## src/sv/cpe_pkg.sv

```systemverilog
// shared types, constants and the step microprogram for the cart-pole integrator
package cpe_pkg;

    // configuration register indexes
    localparam int CFG_IDX_W = 3;
    localparam logic [CFG_IDX_W-1:0] CFG_CART_MASS      = 3'd0;
    localparam logic [CFG_IDX_W-1:0] CFG_POLE_MASS      = 3'd1;
    localparam logic [CFG_IDX_W-1:0] CFG_POLE_HALF_LEN  = 3'd2;
    localparam logic [CFG_IDX_W-1:0] CFG_GRAVITY        = 3'd3;
    localparam logic [CFG_IDX_W-1:0] CFG_TIME_STEP      = 3'd4;
    localparam logic [CFG_IDX_W-1:0] CFG_POSITION_LIMIT = 3'd5;
    localparam int CFG_W = 31;

    localparam logic signed [31:0] S32_MAX = 32'sh7FFF_FFFF;
    localparam logic signed [31:0] S32_MIN = 32'sh8000_0000;

    // quarter-wave sine polynomial, Q30
    localparam logic signed [31:0] Q30_ONE  = 32'sd1073741824;
    localparam logic signed [31:0] SC1      = 32'sd1686629713;
    localparam logic signed [31:0] SC3      = 32'sd693598668;
    localparam logic signed [31:0] SC5      = 32'sd85569300;
    localparam logic signed [31:0] SC7      = 32'sd5026994;
    localparam logic signed [31:0] SC9      = 32'sd172272;
    // 2^32 / (2*pi), turns per radian
    localparam logic signed [31:0] TURN_PER_RAD = 32'sd683565276;

    typedef struct packed {
        logic               operation;
        logic signed [31:0] force_req;
        logic signed [31:0] load_position;
        logic signed [31:0] load_velocity;
        logic signed [31:0] load_angle;
        logic signed [31:0] load_angular_rate;
    } step_item_t;

    typedef struct packed {
        logic signed [31:0] position;
        logic signed [31:0] velocity;
        logic signed [31:0] angle;
        logic signed [31:0] angular_rate;
        logic               out_of_bounds;
    } result_item_t;

    typedef enum logic [3:0] {
        OP_MULF,
        OP_MUL30,
        OP_PHASE,
        OP_LOWQ,
        OP_ADD,
        OP_SUB,
        OP_CLAMP,
        OP_SINCOS,
        OP_DIV,
        OP_DIVWB
    } op_t;

    typedef enum logic [4:0] {
        S_X, S_V, S_TH, S_W,
        S_MC, S_MP, S_HL, S_G, S_DT, S_FRC,
        S_T0, S_T1, S_T2, S_T3, S_T4, S_T5, S_T6,
        S_SN, S_CS,
        S_K_TURN, S_K_FOUR3, S_K_RDAMP, S_K_VDAMP,
        S_K_SC1, S_K_SC3, S_K_SC5, S_K_SC7, S_K_SC9, S_K_ONE30
    } sel_t;

    typedef struct packed {
        op_t  op;
        sel_t a;
        sel_t b;
        sel_t dst;
    } uop_t;

    typedef struct packed {
        logic valid;
        logic capture;
        logic load;
        uop_t uop;
    } cmd_t;

    typedef struct packed {
        logic div_done;
    } status_t;

    localparam int PC_W = 6;
    localparam logic [PC_W-1:0] UCODE_LAST = 6'd55;

    function automatic logic signed [31:0] sat64(input logic signed [63:0] v);
        logic signed [31:0] r;
        if (v > 64'(S32_MAX))
            r = S32_MAX;
        else if (v < 64'(S32_MIN))
            r = S32_MIN;
        else
            r = v[31:0];
        return r;
    endfunction

    function automatic logic signed [31:0] sat33(input logic signed [32:0] v);
        logic signed [31:0] r;
        if (v > 33'(S32_MAX))
            r = S32_MAX;
        else if (v < 33'(S32_MIN))
            r = S32_MIN;
        else
            r = v[31:0];
        return r;
    endfunction

    // one step: phase, two quarter sines, then the cart-pole equations
    function automatic uop_t ucode(input logic [PC_W-1:0] pc);
        uop_t u;
        unique case (pc)
            6'd0:  u = '{OP_PHASE, S_TH, S_K_TURN, S_T0};
            6'd1:  u = '{OP_LOWQ, S_T0, S_T0, S_T1};
            6'd2:  u = '{OP_SUB, S_K_ONE30, S_T1, S_T2};
            // sine of x into t3
            6'd3:  u = '{OP_MUL30, S_T1, S_T1, S_T5};
            6'd4:  u = '{OP_MUL30, S_T5, S_K_SC9, S_T6};
            6'd5:  u = '{OP_SUB, S_K_SC7, S_T6, S_T6};
            6'd6:  u = '{OP_MUL30, S_T5, S_T6, S_T6};
            6'd7:  u = '{OP_SUB, S_K_SC5, S_T6, S_T6};
            6'd8:  u = '{OP_MUL30, S_T5, S_T6, S_T6};
            6'd9:  u = '{OP_SUB, S_K_SC3, S_T6, S_T6};
            6'd10: u = '{OP_MUL30, S_T5, S_T6, S_T6};
            6'd11: u = '{OP_SUB, S_K_SC1, S_T6, S_T6};
            6'd12: u = '{OP_MUL30, S_T1, S_T6, S_T6};
            6'd13: u = '{OP_CLAMP, S_T6, S_T6, S_T3};
            // sine of one minus x into t4
            6'd14: u = '{OP_MUL30, S_T2, S_T2, S_T5};
            6'd15: u = '{OP_MUL30, S_T5, S_K_SC9, S_T6};
            6'd16: u = '{OP_SUB, S_K_SC7, S_T6, S_T6};
            6'd17: u = '{OP_MUL30, S_T5, S_T6, S_T6};
            6'd18: u = '{OP_SUB, S_K_SC5, S_T6, S_T6};
            6'd19: u = '{OP_MUL30, S_T5, S_T6, S_T6};
            6'd20: u = '{OP_SUB, S_K_SC3, S_T6, S_T6};
            6'd21: u = '{OP_MUL30, S_T5, S_T6, S_T6};
            6'd22: u = '{OP_SUB, S_K_SC1, S_T6, S_T6};
            6'd23: u = '{OP_MUL30, S_T2, S_T6, S_T6};
            6'd24: u = '{OP_CLAMP, S_T6, S_T6, S_T4};
            6'd25: u = '{OP_SINCOS, S_T3, S_T4, S_SN};
            // t5 total mass, t6 pole mass times half length
            6'd26: u = '{OP_ADD, S_MC, S_MP, S_T5};
            6'd27: u = '{OP_MULF, S_MP, S_HL, S_T6};
            6'd28: u = '{OP_MULF, S_W, S_W, S_T0};
            6'd29: u = '{OP_MULF, S_T6, S_T0, S_T0};
            6'd30: u = '{OP_MUL30, S_T0, S_SN, S_T0};
            6'd31: u = '{OP_ADD, S_FRC, S_T0, S_T0};
            6'd32: u = '{OP_DIV, S_T0, S_T5, S_T3};
            6'd33: u = '{OP_MUL30, S_G, S_SN, S_T1};
            6'd34: u = '{OP_MUL30, S_T3, S_CS, S_T2};
            6'd35: u = '{OP_SUB, S_T1, S_T2, S_T1};
            6'd36: u = '{OP_MUL30, S_CS, S_CS, S_T2};
            6'd37: u = '{OP_MUL30, S_MP, S_T2, S_T2};
            6'd38: u = '{OP_DIV, S_T2, S_T5, S_T2};
            6'd39: u = '{OP_SUB, S_K_FOUR3, S_T2, S_T2};
            6'd40: u = '{OP_MULF, S_HL, S_T2, S_T2};
            6'd41: u = '{OP_DIV, S_T1, S_T2, S_T4};
            6'd42: u = '{OP_MULF, S_T6, S_T4, S_T1};
            6'd43: u = '{OP_MUL30, S_T1, S_CS, S_T1};
            6'd44: u = '{OP_DIV, S_T1, S_T5, S_T1};
            6'd45: u = '{OP_SUB, S_T3, S_T1, S_T1};
            6'd46: u = '{OP_MULF, S_T1, S_DT, S_T1};
            6'd47: u = '{OP_ADD, S_V, S_T1, S_V};
            6'd48: u = '{OP_MULF, S_V, S_DT, S_T1};
            6'd49: u = '{OP_ADD, S_X, S_T1, S_X};
            6'd50: u = '{OP_MULF, S_T4, S_DT, S_T1};
            6'd51: u = '{OP_ADD, S_W, S_T1, S_W};
            6'd52: u = '{OP_MULF, S_W, S_DT, S_T1};
            6'd53: u = '{OP_ADD, S_TH, S_T1, S_TH};
            6'd54: u = '{OP_MULF, S_W, S_K_RDAMP, S_W};
            6'd55: u = '{OP_MULF, S_V, S_K_VDAMP, S_V};
            default: u = '{OP_ADD, S_T0, S_T0, S_T0};
        endcase
        return u;
    endfunction

endpackage

```

## src/sv/cpe_ctrl.sv

```systemverilog
// controller: accepts a beat, walks the step microprogram for a step beat, presents the result
module cpe_ctrl
    import cpe_pkg::*;
(
    input  logic    clk,
    input  logic    rst_n,
    input  logic    step_valid,
    input  logic    step_op,
    output logic    step_stall,
    output logic    result_valid,
    input  logic    result_stall,
    input  status_t status,
    output cmd_t    cmd
);

    typedef enum logic [3:0] {
        ST_IDLE = 4'b0001,
        ST_RUN  = 4'b0010,
        ST_DIVW = 4'b0100,
        ST_OUT  = 4'b1000
    } state_t;

    state_t           state_reg, state_next;
    logic [PC_W-1:0]  pc_reg, pc_next;
    uop_t             uop;

    assign uop          = ucode(pc_reg);
    assign step_stall   = (state_reg != ST_IDLE);
    assign result_valid = (state_reg == ST_OUT);

    always_comb
    begin
        state_next = state_reg;
        pc_next    = pc_reg;
        cmd        = '0;
        cmd.uop    = uop;
        unique case (state_reg)
            ST_IDLE:
            begin
                if (step_valid)
                begin
                    cmd.capture = 1'b1;
                    cmd.load    = step_op;
                    pc_next     = '0;
                    state_next  = step_op ? ST_OUT : ST_RUN;
                end
            end
            ST_RUN:
            begin
                cmd.valid = 1'b1;
                if (uop.op == OP_DIV)
                    state_next = ST_DIVW;
                else if (pc_reg == UCODE_LAST)
                    state_next = ST_OUT;
                else
                    pc_next = pc_reg + PC_W'(1);
            end
            ST_DIVW:
            begin
                // quotient goes to the same destination once the divider finishes
                cmd.uop.op = OP_DIVWB;
                cmd.valid  = status.div_done;
                if (status.div_done)
                begin
                    pc_next    = pc_reg + PC_W'(1);
                    state_next = ST_RUN;
                end
            end
            ST_OUT:
            begin
                if (!result_stall)
                    state_next = ST_IDLE;
            end
            default:
            begin
                state_next = ST_IDLE;
            end
        endcase
    end

    always_ff @(posedge clk or negedge rst_n)
    begin
        if (!rst_n)
        begin
            state_reg <= ST_IDLE;
            pc_reg    <= '0;
        end
        else
        begin
            state_reg <= state_next;
            pc_reg    <= pc_next;
        end
    end

endmodule

```

## config.mk

```make
export PLATFORM = sky130hd
export DESIGN_NAME = cpe_ctrl
export DESIGN_NICKNAME = d
export VERILOG_FILES = /design/src/sv/cpe_pkg.sv /design/src/sv/cpe_ctrl.sv
export SDC_FILE = /design/constraint.sdc
export NUM_CORES = 1
export LEC_CHECK = 0
export BUFFER_PORTS_ARGS = -buffer_cell sky130_fd_sc_hd__buf_4
export CAP_MARGIN = 15
export CORE_ASPECT_RATIO = 1.4
export CORE_MARGIN = 3
export CORE_UTILIZATION = 45
export CTS_CLUSTER_DIAMETER = 50
export DETAILED_ROUTE_END_ITERATION = 10
export GPL_TIMING_DRIVEN = 0
export PLACE_DENSITY = 0.65
export SETUP_SLACK_MARGIN = 0.05
export SYNTH_ARGS = -nofsm -noshare
export SYNTH_HDL_FRONTEND = slang
export SYNTH_SLANG_ARGS = --single-unit
```

## constraint.sdc

```tcl
create_clock -name clk -period 3.45 [get_ports clk]
set_clock_uncertainty 0.1 [all_clocks]
set_input_delay 0.1725 -clock clk [delete_from_list [all_inputs] [get_ports clk]]
set_output_delay 0.1725 -clock clk [all_outputs]
set_load 0.02 [all_outputs]
```

======== Word-level counts from Yosys, hierarchy flattened ========
Memory sizes are Yosys's and may differ from the RTL's.
Cells that the tools add are included.
word-level totals
  register bits ........................... 10
  memory bits (read-only) ................. 1,216
  bits of input ports ..................... 6
  output and inout port bits .............. 24
  word-level logic and storage cells ...... 36
  memories ................................ 1
memories
  name              words  bits a word  rd ports  clocked after Yosys merged registers in  wr ports  line            text
  (name not given)  64     19           1         0                                        0         cpe_pkg.sv:112  unique case (pc)
operators by class
  add/subtract/negate cells ............... 1
  equality and inequality tests ........... 13
  muxes and demuxes ....................... 16
  reductions and logical operators ........ 3
operator list
  kind                   count
  $mux W4                7
  $mux W6                4
  $pmux W6 S3            1
  $pmux W4 S4            1
  $ne A2 B2 Y1 const B   5
  $eq A4 B4 Y1 const B   2
  $add A6 B1 Y6 const B  1
  $eq A6 B6 Y1 const B   1
  $reduce_and A5 Y1      1
  $eq A4 B1 Y1 const B   1
  $eq A4 B2 Y1 const B   1
  $eq A4 B3 Y1 const B   1
  $mux W2                2
  $ne A4 B1 Y1 const B   1
  $reduce_and A4 Y1      1
  $ne A3 B3 Y1 const B   1
  $reduce_bool A3 Y1     1
  $pmux W1 S2            1

======== Logic depth before layout (Yosys ltp) ========
  depth in word-level cells ............... 4
  depth in mapped cells ................... 10
  mapped depth without buffers ............ 8

======== Worst setup path after synthesis ========
OpenSTA, ideal clock, no wires.
  path type ............................... flip-flop to output port
  from .................................... reg pc_reg[0]
  to ...................................... out cmd[3] (netlist bit)
  data arrival time ....................... 2,455 ps
  required time ........................... 3,178 ps
  path slack .............................. 723 ps
  stages on the path, launching flop included .. 9
  buffers on the path ..................... 2
  cells stage by stage .................... dfrtp_1 buf_2 clkinv_1 ha_1 clkbuf_1 o21ai_0 nand2_1 a221oi_1 a21oi_1
RTL lines
  item                    line            text
  start, declared         cpe_ctrl.sv:24  logic [PC_W-1:0] pc_reg, pc_next;
  start signal, assigned  cpe_ctrl.sv:91  pc_reg <= pc_next;
  end, declared           cpe_ctrl.sv:13  output cmd_t cmd

==> results.json <==
{
  "synthTopCellsByArea": "dfrtp_1 (11%), o21ai_0 (8.0%), a21oi_1 (7.0%), nor2_1 (5.4%), nand2_1 (5.0%)",
  "numClockSinks": 10,
  "num_rows": 28,
  "viasPerCell": 6.63,
  "leakage_nw": 0.899,
  "die_h_um": 85.1,
  "post-cts-setup-buffers": 0,
  "reg2reg_to": "pc_reg[2]",
  "nNetsFinal": 350,
  "ir_drop_uv": 368,
  "synthMuxAreaShare_pct": 5.10,
  "drc_errors": 0,
  "synthFlopType": "dfrtp_1",
  "rr_startpoint": "pc_reg[1]",
  "async_reset_ff_share_pct": 100,
  "syn_area_mm2": 0.00201,
  "wl_per_cell_um": 19.1,
  "synthCells": 302,
  "final_area_mm2": 0.00237,
  "status": "completed",
  "hold_depth": 2,
  "slew_viol_final": 0,
  "fmax_ghz": 0.313,
  "synth_top_family_by_area": "compound AO/OA/AOI/OAI gates",
  "cts_buffers": 3,
  "grt_pass1_wl_um": 12400,
  "place_congestion": 0.962,
  "cts.clk_slew.worst_paths_ps": 40,
  "grt_pass1_vias": 2569,
  "worst_pin_slew_ps": 711,
  "holdCritStartpoint": "step_valid",
  "synth-warning-count": 0,
  "initial_core_util_pct": 47.1,
  "overflow": 0,
  "crit_fanout": 10,
  "ys_seq_area_share_pct": 12.5,
  "drt-total-wl_um": 7570,
  "finalNonFillerCells": 396,
  "n_antenna_cell": 0,
  "powerDensity_mw_per_mm2": 522,
  "cts_buffer_depth": 2,
  "dpl_cell_area_mm2": 0.00231,
  "dp.cells": 391,
  "crit_arrival_ps": 2920,
  "core_mm2": 0.00427,
  "maxCapViolCount": 0,
  "startpoint_type": "flip-flop",
  "fillers": 450,
  "synth_edf_count": 0,
  "portBuffers": 29,
  "yosysTopAreaCell": "dfrtp_1",
  "cp.required_ps": 3180,
  "r2r.worst_path.cells": 10,
  "track_usage_pct": 28.6,
  "ys_types": 60,
  "fin_crit_ps": 3190,
  "path_class": "flip-flop to output port",
  "ys_ff_latch": 10,
  "synth_compound_area_share_pct": 39.6,
  "htreeDepth": 1,
  "dp_hpwl_um": 5700,
  "period_share_pct": 92.6,
  "hold_violations": 0,
  "via_count": 2625,
  "setup-violations-final": 0,
  "slew_headroom_pct": 51.9,
  "cts_tree": "yes",
  "syn-num-nets": 315,
  "cts_root_buffer": "clkbuf_8",
  "grt_max_degree": 11,
  "fin_tns_setup_ps": 0,
  "final_antenna_net_count": 0,
  "drt_first_pass_iters": 6,
  "end_kind": "output port",
  "die_w_um": 62.5,
  "synth.top_cell.area_share_pct": 11.2,
  "largest_reg_flops": 6,
  "synth_simple_gate_area_share_pct": 27.3,
  "final_layout_size_suffix_gt1_share_pct": 16.7,
  "io_pins": 30,
  "syn2layout_area_growth_pct": 17.6,
  "synthAdderAreaFrac_pct": 4.35,
  "hp-class": "input port to flip-flop",
  "min_to": "state_reg[0]",
  "die_area_mm2": 0.00532,
  "drt-initial-drc-count": 385,
  "yosysMostFrequentCell": "o21ai_0",
  "rrSetupSlack_ps": 310,
  "syn_area_per_cell_um2": 6.67,
  "rsz0062_at_grt": "false",
  "antenna_found_initial": 0,
  "synth_commonest_cells": "o21ai_0 (32), nor2_1 (29), a21oi_1 (28)",
  "synth_xor_area_share_pct": 1.74,
  "clk_latency_ps": 240
}
==> what timing repair did <==
item | 4_1_cts | 5_1_grt
resized for setup | 1 | 3
hold buffers | 1 | 0
setup endpoints to repair | 1 | 4
endpoints found under the hold margin | 10 | 0
==> worst max-delay path: stages, from the launching register on <==
cell        delay (ps)
dfrtp_1            400
buf_2              250
clkinvlp_4         290
ha_1               440
clkbuf_2           310
a21oi_1            110
o21ai_0            190
o21ai_0            120
a211oi_1           280
a31o_2             150
buf_4              130
==> final cells by class <==
| class | count | area, um2 | area share, % |
|---|---|---|---|
| buffer | 32 | 148 | 6.24 |
| timing repair buffer | 30 | 228 | 9.62 |
| clock buffer | 4 | 45.0 | 1.90 |
| tap | 60 | 75.1 | 3.17 |
| sequential | 10 | 251 | 10.6 |
| multi-input combinational | 248 | 1570 | 66.4 |
| inverter | 12 | 48.8 | 2.06 |
==> per-layer routing <==
metal,wire length [um],track usage [%],vias to the layer above
met1,2760,31.0,1215
li1,-,-,1190
met2,3820,52.3,181
met4,322,17.1,0
met3,669,3.84,39
met5,0,0,-
==> how the worst max path moves through the flow <==
stage	start	endpoint	slack [ps]
3_3_place_gp	pc_reg[1]	cmd[12]	200
6_report	pc_reg[0]	cmd[12]	260
4_1_cts	pc_reg[1]	cmd[12]	190
5_1_grt	pc_reg[1]	pc_reg[2]	110
3_5_place_dp	pc_reg[1]	cmd[12]	230
2_1_floorplan	pc_reg[0]	cmd[3]	720
==> cell families after synthesis <==
| group | count (synthesis) |
|---|---|
| simple gates | 108 |
| buf+inv | 44 |
| fa+ha+maj | 7 |
| xor+xnor | 4 |
| mux | 9 |
| flops | 10 |
| compound gates | 120 |
==> power breakdown <==
part           switching, mW  total [mW]  internal, mW  leakage, nW
logic                  0.594       0.931         0.337        0.742
clock network         0.0461       0.127        0.0809       0.0228
registers             0.0314       0.176         0.145        0.134
total                  0.672        1.23         0.563        0.899
==> stage by stage <==
| stage | worst slack [ps] | power (mW) | hold WS (ps) | util [%] |
|---|---|---|---|---|
| 2_1_floorplan | 723 | 0.787 | -223 | - |
| 3_3_place_gp | 200 | 1.07 | -87.6 | 54.0 |
| 3_5_place_dp | 231 | 1.08 | -87.5 | 54.0 |
| 4_1_cts | 193 | 1.21 | 61.5 | 55.3 |
| 5_1_grt | 106 | 1.32 | 79.1 | 55.4 |
| 6_report | 257 | 1.23 | 58.4 | 55.4 |
==> cells in the final DEF (no fill, tap or decap), types with 9 or more instances in the layout <==
master / synthesis / routed
a21oi_1: 28 / 28
buf_4: 0 / 29
clkbuf_1: 17 / 16
dfrtp_1: 9 / 9
inv_1: 10 / 10
nand2_1: 27 / 27
nand3_1: 9 / 9
nor2_1: 29 / 29
o21ai_0: 32 / 32
(Power assumes the default switching activity.)
